`src/hw/rtl/vehicle_fault_supervisor_defines.svh`:
```
// assertion macros for the fault supervisor
`ifndef VEHICLE_FAULT_SUPERVISOR_DEFINES_SVH
`define VEHICLE_FAULT_SUPERVISOR_DEFINES_SVH

`ifndef SYNTHESIS
`define VFS_ASSERT(label, prop, msg) \
	label: assert property (@(posedge clk) disable iff (!arst_n) prop) else $error(msg);
`define VFS_ASSERT_ALWAYS(label, prop, msg) \
	label: assert property (@(posedge clk) prop) else $error(msg);
`else
`define VFS_ASSERT(label, prop, msg)
`define VFS_ASSERT_ALWAYS(label, prop, msg)
`endif

`endif

```
`src/hw/rtl/vfs_pkg.sv`:
```
package vfs_pkg;

	localparam logic [1:0] CMD_TICK    = 2'd0;
	localparam logic [1:0] CMD_ENABLE  = 2'd1;
	localparam logic [1:0] CMD_DISABLE = 2'd2;

	localparam logic [1:0] MODE_MANUAL    = 2'd0;
	localparam logic [1:0] MODE_AUTO      = 2'd1;
	localparam logic [1:0] MODE_EMERGENCY = 2'd2;

	localparam logic [1:0] ERR_NONE    = 2'd0;
	localparam logic [1:0] ERR_CHASSIS = 2'd1;
	localparam logic [1:0] ERR_MANUAL  = 2'd2;

	localparam logic [7:0] LIMIT_RESET = 8'd10;

	typedef struct packed {
		logic [1:0]  cmd;
		logic [5:0]  steer_faults;
		logic [1:0]  motor_faults;
		logic [10:0] brake_faults;
		logic [1:0]  link_faults;
		logic [1:0]  fault_level;
		logic        emergency_stop;
		logic        battery_offline;
		logic        remote_offline;
		logic        remote_closed;
	} req_item_t;

	typedef struct packed {
		logic [1:0]  op_mode;
		logic [1:0]  fault_code;
		logic [25:0] fault_mask;
		logic        entered_emergency;
		logic        serious_fault;
		logic        aux_warning;
	} rsp_item_t;

	typedef struct packed {
		logic valid;
		logic take;
	} stage_ctl_t;

endpackage

```
`src/hw/rtl/vfs_in_stage.sv`:
```
module vfs_in_stage (
	input  logic                clk,
	input  logic                arst_n,
	input  logic                req_valid,
	output logic                req_ready,
	input  vfs_pkg::req_item_t  req,
	input  logic                take,
	output vfs_pkg::stage_ctl_t ctl,
	output vfs_pkg::req_item_t  item_s1
);
	import vfs_pkg::*;

	logic valid_s1;

	assign req_ready = !valid_s1 || take;
	assign ctl.valid = valid_s1;
	assign ctl.take  = valid_s1 && take;

	always_ff @(posedge clk or negedge arst_n) begin
		if (!arst_n) begin
			valid_s1 <= 1'b0;
		end else if (req_ready) begin
			valid_s1 <= req_valid;
		end
	end

	always_ff @(posedge clk) begin
		if (req_valid && req_ready) begin
			item_s1 <= req;
		end
	end

endmodule

```
`src/hw/rtl/vfs_supervisor.sv`:
```
module vfs_supervisor (
	input  logic                clk,
	input  logic                arst_n,
	input  logic                cfg_we,
	input  logic [7:0]          cfg_wdata,
	input  vfs_pkg::stage_ctl_t ctl,
	input  vfs_pkg::req_item_t  item_s1,
	output vfs_pkg::rsp_item_t  result
);
	import vfs_pkg::*;

	logic [7:0]  fail_limit_q;
	logic [1:0]  mode_q;
	logic [1:0]  error_q;
	logic [25:0] mask_q;
	logic [7:0]  motor_cnt_q;
	logic [7:0]  steer_cnt_q;
	logic [7:0]  chassis_cnt_q;

	logic [1:0]  mode_d;
	logic [1:0]  error_d;
	logic [25:0] mask_d;
	logic [7:0]  motor_cnt_d;
	logic [7:0]  steer_cnt_d;
	logic [7:0]  chassis_cnt_d;
	logic [8:0]  motor_b;
	logic [8:0]  steer_b;
	logic [8:0]  chassis_b;
	logic        level;
	logic        serious;
	logic        aux;
	logic        in_auto;
	logic        trip;
	logic        entered;

	// returns {trip, next count}
	function automatic logic [8:0] bump(input logic [7:0] cnt, input logic failing,
			input logic [7:0] limit);
		logic [7:0] nxt;
		nxt = cnt;
		if (!failing) begin
			return 9'd0;
		end
		if (cnt < limit) begin
			nxt = cnt + 8'd1;
		end
		return {(nxt >= limit), nxt};
	endfunction

	assign level   = |item_s1.fault_level;
	assign serious = |{item_s1.steer_faults, item_s1.motor_faults, item_s1.brake_faults,
		item_s1.link_faults, level, item_s1.emergency_stop};
	assign aux     = item_s1.battery_offline | item_s1.remote_offline | item_s1.remote_closed;
	assign in_auto = (mode_q == MODE_AUTO);

	assign motor_b   = bump(motor_cnt_q, in_auto && (|item_s1.motor_faults), fail_limit_q);
	assign steer_b   = bump(steer_cnt_q, in_auto && (|item_s1.steer_faults), fail_limit_q);
	assign chassis_b = bump(chassis_cnt_q, serious, fail_limit_q);

	always_comb begin
		mode_d        = mode_q;
		error_d       = error_q;
		mask_d        = mask_q;
		motor_cnt_d   = motor_cnt_q;
		steer_cnt_d   = steer_cnt_q;
		chassis_cnt_d = chassis_cnt_q;
		trip          = 1'b0;
		entered       = 1'b0;
		unique case (item_s1.cmd)
			CMD_TICK: begin
				mask_d = {item_s1.remote_closed, item_s1.remote_offline,
					item_s1.battery_offline, item_s1.emergency_stop, level,
					item_s1.link_faults, item_s1.brake_faults, item_s1.motor_faults,
					item_s1.steer_faults};
				motor_cnt_d   = motor_b[7:0];
				steer_cnt_d   = steer_b[7:0];
				chassis_cnt_d = chassis_b[7:0];
				if (motor_b[8] || steer_b[8]) begin
					error_d = ERR_MANUAL;
				end
				if (chassis_b[8]) begin
					error_d = ERR_CHASSIS;
				end
				trip = motor_b[8] | steer_b[8] | chassis_b[8];
				if (trip && mode_q != MODE_EMERGENCY) begin
					mode_d  = MODE_EMERGENCY;
					entered = 1'b1;
					if (error_d == ERR_NONE) begin
						error_d = ERR_CHASSIS;
					end
				end
			end
			CMD_ENABLE: begin
				mode_d = MODE_AUTO;
			end
			CMD_DISABLE: begin
				mode_d  = MODE_MANUAL;
				error_d = ERR_NONE;
			end
			default: begin
			end
		endcase
	end

	assign result.op_mode           = mode_d;
	assign result.fault_code        = error_d;
	assign result.fault_mask        = mask_d;
	assign result.entered_emergency = entered;
	assign result.serious_fault     = (item_s1.cmd == CMD_TICK) && serious;
	assign result.aux_warning       = (item_s1.cmd == CMD_TICK) && aux;

	always_ff @(posedge clk or negedge arst_n) begin
		if (!arst_n) begin
			fail_limit_q  <= LIMIT_RESET;
			mode_q        <= MODE_MANUAL;
			error_q       <= ERR_NONE;
			mask_q        <= '0;
			motor_cnt_q   <= '0;
			steer_cnt_q   <= '0;
			chassis_cnt_q <= '0;
		end else begin
			if (cfg_we) begin
				fail_limit_q <= cfg_wdata;
			end
			if (ctl.take) begin
				mode_q        <= mode_d;
				error_q       <= error_d;
				mask_q        <= mask_d;
				motor_cnt_q   <= motor_cnt_d;
				steer_cnt_q   <= steer_cnt_d;
				chassis_cnt_q <= chassis_cnt_d;
			end
		end
	end

endmodule

```
`src/hw/rtl/vehicle_fault_supervisor.sv`:
```
// channel | direction | handshake               | payload
// req     | in        | req_valid / req_ready   | req_item_t
// rsp     | out       | rsp_valid / rsp_ready   | rsp_item_t
// cfg     | in        | cfg_we, no wait         | cfg_wdata (fail_limit)
//
// one item per cycle unless rsp stalls; rsp valid after input and result registers
// the input register feeds the fault logic, which writes the result register
// and the mode, error, mask and counter registers on the same edge
// a full result register that is not taken holds the input register, then req_ready
// reset clears all state, sets the limit to 10 and empties both registers
`include "vehicle_fault_supervisor_defines.svh"

module vehicle_fault_supervisor (
	input  logic               clk,
	input  logic               arst_n,
	input  logic               req_valid,
	output logic               req_ready,
	input  vfs_pkg::req_item_t req,
	output logic               rsp_valid,
	input  logic               rsp_ready,
	output vfs_pkg::rsp_item_t rsp,
	input  logic               cfg_we,
	input  logic [7:0]         cfg_wdata
);
	import vfs_pkg::*;

	stage_ctl_t ctl;
	req_item_t  item_s1;
	rsp_item_t  result;
	logic       take;
	logic       rsp_valid_q;
	rsp_item_t  rsp_q;

	assign take = !rsp_valid_q || rsp_ready;

	vfs_in_stage u_in_stage (
		.clk       (clk),
		.arst_n    (arst_n),
		.req_valid (req_valid),
		.req_ready (req_ready),
		.req       (req),
		.take      (take),
		.ctl       (ctl),
		.item_s1   (item_s1)
	);

	vfs_supervisor u_supervisor (
		.clk       (clk),
		.arst_n    (arst_n),
		.cfg_we    (cfg_we),
		.cfg_wdata (cfg_wdata),
		.ctl       (ctl),
		.item_s1   (item_s1),
		.result    (result)
	);

	always_ff @(posedge clk or negedge arst_n) begin
		if (!arst_n) begin
			rsp_valid_q <= 1'b0;
		end else if (take) begin
			rsp_valid_q <= ctl.valid;
		end
	end

	always_ff @(posedge clk) begin
		if (ctl.take) begin
			rsp_q <= result;
		end
	end

	assign rsp_valid = rsp_valid_q;
	assign rsp       = rsp_q;

	`VFS_ASSERT(a_entered_mode, rsp_valid && rsp.entered_emergency |-> rsp.op_mode == MODE_EMERGENCY && rsp.fault_code != ERR_NONE, "entered emergency without emergency mode and error")
	`VFS_ASSERT(a_serious_mask, rsp_valid && rsp.serious_fault |-> (|rsp.fault_mask[22:0]), "serious fault with clean mask")
	`VFS_ASSERT(a_stall_cause, !req_ready |-> ctl.valid && rsp_valid && !rsp_ready, "input stalled without a full pipeline")
	`VFS_ASSERT_ALWAYS(a_reset_empty, !arst_n |-> !rsp_valid && !ctl.valid, "registers not empty in reset")

endmodule
```
`config.mk`:
```
export PLATFORM = sky130hd
export DESIGN_NAME = vehicle_fault_supervisor
export DESIGN_NICKNAME = d
export VERILOG_FILES = /design/src/hw/rtl/vfs_pkg.sv /design/src/hw/rtl/vfs_in_stage.sv /design/src/hw/rtl/vfs_supervisor.sv /design/src/hw/rtl/vehicle_fault_supervisor.sv
export VERILOG_INCLUDE_DIRS = /design/src /design/src/hw/rtl
export SDC_FILE = /design/constraint.sdc
export NUM_CORES = 1
export LEC_CHECK = 0
export BUFFER_PORTS_ARGS = -buffer_cell sky130_fd_sc_hd__buf_2
export CORE_AREA = 3 3 126 104
export DETAILED_ROUTE_END_ITERATION = 12
export DIE_AREA = 0 0 129 107
export PLACE_DENSITY = 0.78
export SYNTH_ARGS = -nofsm -noshare
export SYNTH_HDL_FRONTEND = slang
export SYNTH_SLANG_ARGS = --single-unit
```
`constraint.sdc`:
```
create_clock -name clk -period 12.59 [get_ports clk]
set_input_delay 1.259 -clock clk [delete_from_list [all_inputs] [get_ports clk]]
set_output_delay 1.259 -clock clk [all_outputs]
set_load 0.05 [all_outputs]
```
==> metrics.md, run 1 <==
| Metric | Value |
|---|---|
| CTS Buffer Depth | `2` |
| Vias | `4956` |
| Routability Congestion | `0.935` |
| Synth Area in Adders | `0.0926` |
| Register area share after synthesis | `0.534` |
| Worst r2r src | `u_supervisor.fail_limit_q[1]` |
| CP startpoint kind | `flop` |
| Maxcap violations | `0` |
| Pwr Density | `183 nW/um^2` |
| Dominant cells by area after synthesis | `edfxtp_1, dfrtp_1, ha_1` |
| Synthesis-to-finish area growth | `17.1%` |
| Worst hold path depth | `2` |
| Crit-path leading delay family | `compound AO/OA/AOI/OAI gates` |
| Total congestion overflow | `0` |
| Share of cells above drive strength 1 | `0.228` |
| Hold endpoint | `u_supervisor.mask_q[1]` |
| Crit path buffers/inverters | `2` |
| DR WL/cell | `17.7 um` |
| Global-route wire length before repair | `23600 um` |
| Most frequent cells in the layout | `nand2_1, buf_2, edfxtp_1, dfrtp_1, ha_1` |
| Number of flops mapped to enable cells by yosys | `62` |
| DRC viols | `0` |
| Syn Nets | `676` |
| Finished Cell Area | `7600 um^2` |
| Share of the synthesized area in the top cell type | `0.287` |
| Diodes inserted | `0` |
| Pin count of the biggest net entering global routing | `65` |
| CTS H-tree depth | `4` |
| Starting DRT DRC Count | `485` |
| Worst path arrival time | `4.56 ns` |
| Skew final | `0.00805 ns` |
| CTS tree | `yes` |
| Post-DP HPWL | `9580 um` |
| Worst-path clk slew | `0.06 ns` |
| Synth area leader | `edfxtp_1` |
| Clock Sinks | `126` |
| Worst R2R End | `rsp[32]` |
| Max Clk Rate | `227 MHz` |
| Levels on crit path | `13` |
| Crit-path max cell delay | `0.52 ns` |
| Unique masters post-synth | `59` |
| Minimum clock period | `4.41 ns` |
| Main combinational cell family by area after synthesis | `simple AND/OR/NAND/NOR gates` |
| Top_reg_cell synth | `edfxtp_1` |
| Worst hold start | `u_supervisor.mask_q[1]` |
| Avg Vias per Cell | `6.00` |
| Crit path capture type | `flop` |
| Synth Instances | `586` |
| Critical path class | `reg2reg` |
| Root buf cell | `clkbuf_16` |
| Slew Viols, Final | `0` |
| Worst VDD drop | `0.119 mV` |
| FF+latch count, synth | `126` |
| Die area | `13800 um^2` |
| Worst-path fanout max | `22` |
| Starting Density | `0.542` |
| Leak Pwr | `3.44 nW` |
| Post-Route Setup TNS | `0 ns` |
| Synth Area in Simple Gates | `0.141` |
| Worst Max-Slew Pin Slew | `1.21 ns` |
| Setup bufs post-CTS | `0` |
| Vias in the first global route | `4888` |
| Initial antenna violation count | `0` |
| Die height | `107 um` |
| Depth of the most critical reg-to-reg path | `13` |
| First-pass DRT Iterations | `5` |
| Hold_buf cts | `0` |
| Post-DP Area | `7000 um^2` |
| Final hold violation count | `0` |
| Most used cell, CP | `ha_1` |
| Status | `complete, no violations` |
| Nets | `751` |
| Num CTS Buffers | `17` |
| Post-CTS resize count | `0` |
| GRT Total Usage | `0.217` |
| RSZ-0062 raised after global routing | `no` |
| Final Cycle Share | `0.350` |
| XOR/XNOR Fraction of Synth Area | `0.0283` |
| Yosys warnings | `0` |
| Syn avg cell area | `11.1 um^2` |
| Commonest non-fill, non-tap cell in the layout | `nand2_1` |
| Core area | `12000 um^2` |
| Slowest cell on crit path | `or4_1` |
| Multiplexer share of the synthesized area | `0.0486` |
| Async set-reset flop share out of synthesis | `0.508` |
| Horiz. Die Dim | `129 um` |
| IO Port Bufs | `76` |
| Hold crit path type | `reg2reg` |
| Final setup fails | `0` |
| Top-Level Pins | `77` |
| Fill count | `891` |
| Num rows | `36` |
| Routed Antenna Nets | `0` |
| Synth Area in Compound Gates | `0.129` |
| CP Cell Sequence | `inv_1 > ha_1 > a2111oi_2 > o21bai_1 > a221oi_2 > buf_4 > mux2_2 > ha_1 > or4_1 > o221a_2 > a211oi_2 > o22ai_1 > a22o_1` |
| Max-slew headroom | `0.185` |
| WL final | `14600 um` |
| Setup slack, reg-to-reg | `8.18 ns` |
| Worst EP required | `12.74 ns` |
| Clk_lat worst skew | `0.41 ns` |
| Cell area after synthesis | `6490 um^2` |
kinds of logic (layout without fill, tap and decap cells):
family,after synthesis,after routing
XOR/XNOR,21,21
multiplexers,28,28
adder cells (fa/ha/maj),48,48
AND/OR/NAND/NOR,201,201
AO/OA/AOI/OAI,121,121
flip-flops,126,126
buffers and inverters,41,129
flip-flops by register name (all words and copies together), names as in the netlist:
signal and flops:
u_supervisor.mask_q 26, u_supervisor.mode_q 2, u_supervisor.error_q 2, u_in_stage.item_s1 29, u_supervisor.chassis_cnt_q 8, rsp_valid 1, u_supervisor.steer_cnt_q 8, u_supervisor.fail_limit_q 8
u_in_stage.valid_s1 1, rsp 33, u_supervisor.motor_cnt_q 8
routing by layer:
layer | up-vias | global-route usage | share of wire
li1 | 2295 | - | -
met2 | 198 | 0.351 | 0.49
met4 | 0 | 0.0990 | 0.019
met5 | - | 0 | 0
met1 | 2430 | 0.281 | 0.42
met3 | 33 | 0.0473 | 0.064
power breakdown:
group,total [mW],internal [mW],switching [mW]
Combinational,0.332,0.129,0.203
Clock,0.495,0.311,0.183
Sequential,0.563,0.505,0.0584
worst min-delay path, stage by stage, from the launching register on:
cell and delay [ns]:
dfrtp_1 0.34, nand2_1 0.05, nand2_1 0.05
synth_stat cells, types with 4 or more instances:
cell type,instances
a21o_1,9
a21oi_1,11
a22o_1,4
a31oi_1,14
and2_1,5
and3_1,9
and4_1,4
buf_2,6
clkbuf_1,19
dfrtp_1,62
edfxtp_1,62
ha_1,48
inv_1,14
mux2_2,28
nand2_1,115
nand2b_1,9
nand3_1,9
nor2_1,22
nor3_1,9
nor4_1,6
o21a_1,5
o21ai_0,36
o31ai_1,5
xnor2_1,17
xor2_1,4
layout make-up:
class | instances | area (um^2) | area share
multi-input combinational | 419 | 2860 | 0.377
clock buffer | 18 | 429 | 0.0565
sequential | 126 | 3470 | 0.456
clock inverter | 14 | 168 | 0.0221
timing repair buffer | 83 | 433 | 0.0570
inverter | 14 | 52.6 | 0.00691
tap | 152 | 190 | 0.0250
per-stage QoR:
| step | hold WS (ns) | worst slack, ns | utilization | cells | power, mW |
|---|---|---|---|---|---|
| after global placement | 0.454 | 8.40 | 0.585 | 794 | 0.871 |
| final | 0.473 | 8.18 | 0.634 | 826 | 1.39 |
| after detailed placement | 0.458 | 8.25 | 0.585 | 794 | 0.891 |
| after floorplan | 0.442 | 8.64 | - | 586 | 0.802 |
| after global routing | 0.495 | 7.85 | 0.634 | 826 | 1.45 |
| after CTS | 0.472 | 8.20 | 0.634 | 826 | 1.39 |
how the worst max path moves through the flow:
| stage | start | end | slack (ns) |
|---|---|---|---|
| finish | u_supervisor.fail_limit_q[1] | rsp[32] | 8.18 |
| CTS | u_supervisor.fail_limit_q[1] | rsp[32] | 8.20 |
| global placement | u_supervisor.fail_limit_q[1] | rsp[32] | 8.40 |
| detailed placement | u_supervisor.fail_limit_q[1] | rsp[32] | 8.25 |
| floorplan | u_supervisor.fail_limit_q[1] | rsp[32] | 8.64 |
| global route | u_supervisor.fail_limit_q[1] | rsp[32] | 7.85 |
(Power assumes the default switching activity.)
==> run 2, diff against run 1 <==
Settings changed: CORE_AREA 3 3 126 104 to 3 3 128 105, DIE_AREA 0 0 129 107 to 0 0 131 108, PLACE_DENSITY 0.78 to 0.79.
Clock period 12.59 ns to 4.05 ns, I/O delays scaled along.
==> run 2 against run 1 <==
  * Sequential cell count unchanged
  * First-iteration DRC count up 16%
  * Die area up 2.5%
  * Core utilization up 0.43 points
  * Clock power rose to 3.1 times the previous value
  * Fmax up 11%
  * Largest power group unchanged
==> metrics.md, run 2 (synthesis results as in run 1) <==
| Metric | Value |
|---|---|
| Status | `complete, no violations` |
| Fin util | `0.639 (+0.00429)` |
| DR WL/cell | `17.6 um (-0.66%)` |
| Crit path capture type | `flop` |
| Max-slew headroom | `0.379 (+0.194)` |
| Pin count of the biggest net entering global routing | `41 (-37%)` |
| Clk_lat worst skew | `0.42 ns (about the same)` |
| CTS Buffer Depth | `2 (unchanged)` |
| Initial antenna violation count | `0 (unchanged)` |
| Slowest cell on crit path | `or4_1` |
| DRC viols | `0 (unchanged)` |
| CTS H-tree depth | `4 (unchanged)` |
| Clock Sinks | `126 (unchanged)` |
| Maxcap violations | `0 (unchanged)` |
| Minimum clock period | `3.98 ns (-0.423 ns)` |
| Total congestion overflow | `0 (unchanged)` |
| Die area | `14100 um^2 (+2.5%)` |
| Vias in the first global route | `4881 (-0.14%)` |
| Worst VDD drop | `0.337 mV (+180%)` |
| Vias | `4931 (-0.50%)` |
| Horiz. Die Dim | `131 um (+1.6%)` |
| Max Clk Rate | `251 MHz (+11%)` |
| Global-route wire length before repair | `24300 um (+3.0%)` |
| Hold_ws | `0.0826 ns (-0.390 ns)` |
| Worst path arrival time | `4.15 ns (-0.41 ns)` |
| Most used cell, CP | `ha_1` |
| Routability Congestion | `0.910 (-2.7%)` |
| Avg Vias per Cell | `5.73 (-4.5%)` |
| Slew Viols, Final | `0 (unchanged)` |
| Starting Density | `0.532 (-0.00999)` |
| Critical path class | `reg2reg` |
| CTS tree | `yes` |
| Diodes inserted | `0 (unchanged)` |
| WL final | `15200 um (+3.5%)` |
| Worst-path fanout max | `3 (-86%)` |
| Post-DP HPWL | `10100 um (+4.9%)` |
| Final hold violation count | `0 (unchanged)` |
| Commonest non-fill, non-tap cell in the layout | `nand2_1` |
| CP Cell Sequence | `inv_1 > ha_1 > a2111oi_4 > o21bai_1 > a221oi_2 > buf_4 > mux2_2 > ha_1 > or4_1 > o221a_2 > a211oi_4 > buf_6 > nor3_1 > o22a_1` |
| Top-Level Pins | `77 (unchanged)` |
| Final Cycle Share | `0.984 (+0.634)` |
| Share of cells above drive strength 1 | `0.257 (+0.0280)` |
| First-pass DRT Iterations | `5 (unchanged)` |
| Leak Pwr | `3.53 nW (+2.8%)` |
| Largest register FFs | `33 (unchanged)` |
| Hold_buf cts | `0 (unchanged)` |
| Num rows | `36 (unchanged)` |
| Crit-path max cell delay | `0.53 ns (about the same)` |
| Crit path buffers/inverters | `3 (+1)` |
| Final setup fails | `0 (unchanged)` |
| Pwr Density | `561 nW/um^2 (+210%)` |
| Starting DRT DRC Count | `565 (+16%)` |
| Synthesis-to-finish area growth | `20.2%` |
| Core area | `12200 um^2 (+1.9%)` |
| Worst-path clk slew | `0.06 ns (about the same)` |
| Skew final | `0.00799 ns (-0.0000598 ns)` |
| Nets | `767 (+2.1%)` |
| Die height | `108 um (+0.93%)` |
| IO Port Bufs | `76 (unchanged)` |
| CP startpoint kind | `flop` |
| Root buf cell | `clkbuf_16` |
| Most frequent cells in the layout | `nand2_1, buf_2, edfxtp_1, dfrtp_1, ha_1` |
| Worst Max-Slew Pin Slew | `0.925 ns (-0.285 ns)` |
| GRT Total Usage | `0.220 (+0.00289)` |
| Routed Antenna Nets | `0 (unchanged)` |
| Hold crit path type | `in2async` |
| Num CTS Buffers | `17 (unchanged)` |
| Worst EP required | `4.21 ns (-8.53 ns)` |
| Crit-path leading delay family | `compound AO/OA/AOI/OAI gates` |
## run 2: cell types whose count changed in the layout (fill, tap and decap cells not counted), sizes merged
cell / before / now
buf: 83 / 99
bufinv: 3 / 2
clkinv: 3 / 5
clkinvlp: 5 / 2
inv: 17 / 19
## run 2: what timing repair did
item,in CTS,in global routing
pin swaps,1,4
endpoints found under the setup margin,2,8
gates resized for setup,0,10
setup buffers,1,3
cloned,0,0
## run 2: metrics by stage
step / area, um^2 / std cells / TNS [ns] / power, mW / worst slack (ns)
6_report: 7800 / 861 / 0 / 4.37 / 0.0657
5_1_grt: 7800 / 861 / -0.149 / 4.58 / -0.0596
4_1_cts: 7710 / 858 / 0 / 4.33 / 0.0243
3_5_place_dp: 7120 / 825 / -0.0260 / 2.80 / -0.0249
3_3_place_gp: 7120 / 825 / 0 / 2.72 / 0.176
2_1_floorplan: 6490 / 586 / 0 / 2.49 / 0.0968
## run 2: final timing paths
path / start / endpoint / slack, ns / cells past startpoint
max in group asynchronous: arst_n / u_supervisor.motor_cnt_q[4] / 3.02 / 2
max: u_supervisor.fail_limit_q[3] / rsp[30] / 0.07 / 14
min in group clk: req[3] / u_in_stage.item_s1[3] / 0.16 / 1
min reg2reg: u_supervisor.mask_q[24] / u_supervisor.mask_q[24] / 0.48 / 2
max reg2reg: u_supervisor.fail_limit_q[3] / rsp[30] / 0.07 / 14
min: arst_n / u_supervisor.mask_q[19] / 0.08 / 1
## run 2: metal layers
layer	global-route usage	part of all wire	vias up
li1	-	-	2335
met1	0.301	0.43	2383
met2	0.348	0.50	182
met3	0.0440	0.052	31
met4	0.0852	0.019	0
met5	0	0	-
## run 2: worst reg2reg max path: cells and delay by family, from the launching register on
family	cells	cell delay [ns]
simple gates	2	0.58
compound gates	6	1.51
buf+inv	3	0.39
flops	1	0.51
mux	1	0.33
fa+ha+maj	2	0.41
## run 2: layout make-up
class                           count  area, um^2
Inverter                           14        52.6
Fill cell                         888        4410
Sequential cell                   126        3470
Timing Repair Buffer               99         561
Multi-Input combinational cell    419        2920
Clock buffer                       18         429
Tap cell                          171         214
Clock inverter                     14         158
## run 2: power by group
part / switching (mW) / internal [mW] / total [mW]
logic: 0.655 / 0.443 / 1.10
clock network: 0.603 / 0.917 / 1.52
registers: 0.185 / 1.57 / 1.75
total: 1.44 / 2.93 / 4.37
==> run 3, diff against run 2 <==
Settings changed: CORE_AREA 3 3 128 105 to 3 3 132 108, CTS_CLUSTER_SIZE set to 16, DIE_AREA 0 0 131 108 to 0 0 135 111, PLACE_DENSITY 0.79 to 0.75.
==> run 3 against run 2 <==
  * Highest routed layer unchanged
  * Largest cell class unchanged
  * Clock power is essentially flat
  * Global-route usage is 1.5 points lower
  * Wire length barely moved
  * Non-clock buffer count is the same
  * Core utilization shrank 3.6 points
  * Final area is 0.19% lower
  * Combinational power hardly changed
  * Clock skew is 0.00085 ns higher
  * Sequential cell count is the same
  * Sequential power barely moved
  * Largest power group unchanged
  * Clock-buffer cell count increased by 1
  * Final cell count rose by 0.46%
==> metrics.md, run 3 (synthesis results as in run 1) <==
| Metric | Value |
|---|---|
| Top-Level Pins | `77 (unchanged)` |
| Minimum clock period | `3.99 ns (+0.00452 ns)` |
| CP startpoint kind | `flop` |
| Pre-CTS WS | `0.0853 ns (+0.110 ns)` |
| Total congestion overflow | `0 (unchanged)` |
| First-pass DRT Iterations | `5 (unchanged)` |
| Num CTS Buffers | `17 (unchanged)` |
| Slew Viols, Final | `0 (unchanged)` |
| Initial antenna violation count | `0 (unchanged)` |
| Worst EP required | `4.20 ns (about the same)` |
| Worst Max-Slew Pin Slew | `1.00 ns (+0.0760 ns)` |
| CTS tree | `yes` |
| Crit path capture type | `flop` |
| Worst VDD drop | `0.362 mV (+7.4%)` |
| Hold crit path type | `in2async` |
| Hold_buf cts | `0 (unchanged)` |
| Final hold violation count | `0 (unchanged)` |
| Final Cycle Share | `0.985 (+0.00112)` |
| Die area | `15000 um^2 (+5.9%)` |
| Clock Sinks | `126 (unchanged)` |
| CTS Buffer Depth | `2 (unchanged)` |
| Post-DP HPWL | `10000 um (-0.47%)` |
| Leak Pwr | `3.53 nW (about the same)` |
| Starting Density | `0.502 (-0.0292)` |
| Max Clk Rate | `251 MHz (-0.11%)` |
| Critical path class | `reg2reg` |
| Post-Route Setup TNS | `0 ns (unchanged)` |
| WL final | `15100 um (about the same)` |
| Horiz. Die Dim | `135 um (+3.1%)` |
| Worst-path clk slew | `0.06 ns (about the same)` |
| Vias | `4949 (+0.37%)` |
| Worst-path fanout max | `3 (unchanged)` |
| Share of cells above drive strength 1 | `0.251 (-0.00580)` |
| Clk_lat worst skew | `0.41 ns (about the same)` |
| Commonest non-fill, non-tap cell in the layout | `nand2_1` |
| Final WS setup | `0.0612 ns (-0.00452 ns)` |
| Nets | `767 (unchanged)` |
| Routability Congestion | `0.865 (-5.0%)` |
| Final setup fails | `0 (unchanged)` |
| Maxcap violations | `0 (unchanged)` |
| Largest register FFs | `33 (unchanged)` |
| Max-slew headroom | `0.328 (-0.0511)` |
| Most frequent cells in the layout | `nand2_1, buf_2, edfxtp_1, dfrtp_1, ha_1` |
| GRT Total Usage | `0.205 (-0.0149)` |
| Synthesis-to-finish area growth | `19.9%` |
| Pin count of the biggest net entering global routing | `45 (+9.8%)` |
| Worst path arrival time | `4.14 ns (about the same)` |
| Starting DRT DRC Count | `540 (-4.4%)` |
| Routed Antenna Nets | `0 (unchanged)` |
| Pwr Density | `559 nW/um^2 (-0.25%)` |
| Skew final | `0.00884 ns (+0.000850 ns)` |
| Num rows | `37 (+2.8%)` |
| Status | `complete, no violations` |
| CTS H-tree depth | `4 (unchanged)` |
| DR WL/cell | `17.5 um (-0.53%)` |
| Core area | `12900 um^2 (+5.8%)` |
| Avg Vias per Cell | `5.72 (about the same)` |
| Global-route wire length before repair | `24700 um (+1.8%)` |
| Diodes inserted | `0 (unchanged)` |
| IO Port Bufs | `76 (unchanged)` |
| Die height | `111 um (+2.8%)` |
| Vias in the first global route | `5041 (+3.3%)` |
| DRC viols | `0 (unchanged)` |
| Root buf cell | `clkbuf_16` |
## run 3: cell count changes in the layout (fill, tap and decap cells not counted), sizes merged
cell | previous run | this run
inv | 19 | 16
bufinv | 2 | 3
clkbuf | 18 | 19
clkinvlp | 2 | 1
clkinv | 5 | 7
## run 3: what timing repair did
action,CTS,global route
buffers inserted,0,5
resized for setup,0,7
endpoints found under the setup margin,0,9
## run 3: final timing paths
check	end	cells past startpoint	slack, ns	from
max	rsp[30]	14	0.06	u_supervisor.fail_limit_q[1]
min in group clk	u_in_stage.item_s1[12]	1	0.16	req[12]
min	u_supervisor.mask_q[4]	1	0.12	arst_n
min reg2reg	u_supervisor.mask_q[1]	2	0.47	u_supervisor.mask_q[1]
max in group asynchronous	u_supervisor.mask_q[13]	2	3.04	arst_n
max reg2reg	rsp[30]	14	0.06	u_supervisor.fail_limit_q[1]
## run 3: power breakdown
group / switching [mW] / leakage [nW] / internal (mW)
logic: 0.644 / 1.83 / 0.434
clock network: 0.563 / 0.292 / 0.971
registers: 0.171 / 1.42 / 1.57
total: 1.38 / 3.53 / 2.97
## run 3: area by class of cell
class	count	area, um^2
flip-flops and latches	126	3470
fillers	993	5130
repair buffers	99	554
well taps	175	219
multi-input cells	419	2890
clock inverters	13	165
inverters	14	52.6
clock buffers	19	433
## run 3: stage by stage
step            util  area, um^2  instances  power [mW]  hold WS (ns)
2_1_floorplan      -        6490        586        2.49         0.109
3_3_place_gp   0.550        7110        827        2.72         0.454
3_5_place_dp   0.550        7110        827        2.78         0.459
4_1_cts        0.597        7710        859        4.33         0.131
5_1_grt        0.602        7780        865        4.58         0.148
6_report       0.602        7780        865        4.35         0.119
## run 3: critical path, stage by stage (launching register included)
cell	delay (ns)
dfstp_2	0.51
inv_1	0.05
ha_1	0.31
a2111oi_4	0.31
o21bai_1	0.14
a221oi_2	0.30
buf_4	0.17
mux2_2	0.33
ha_1	0.17
or4_1	0.52
o221a_2	0.26
a211oi_2	0.21
buf_4	0.17
nor3_1	0.04
o22a_1	0.23
## run 3: layer usage
| layer | GRT usage | up-vias | wire length, um |
|---|---|---|---|
| li1 | - | 2335 | - |
| met1 | 0.273 | 2410 | 6510 |
| met2 | 0.331 | 177 | 7410 |
| met3 | 0.0436 | 27 | 983 |
| met4 | 0.0779 | 0 | 240 |
| met5 | 0 | - | 0 |
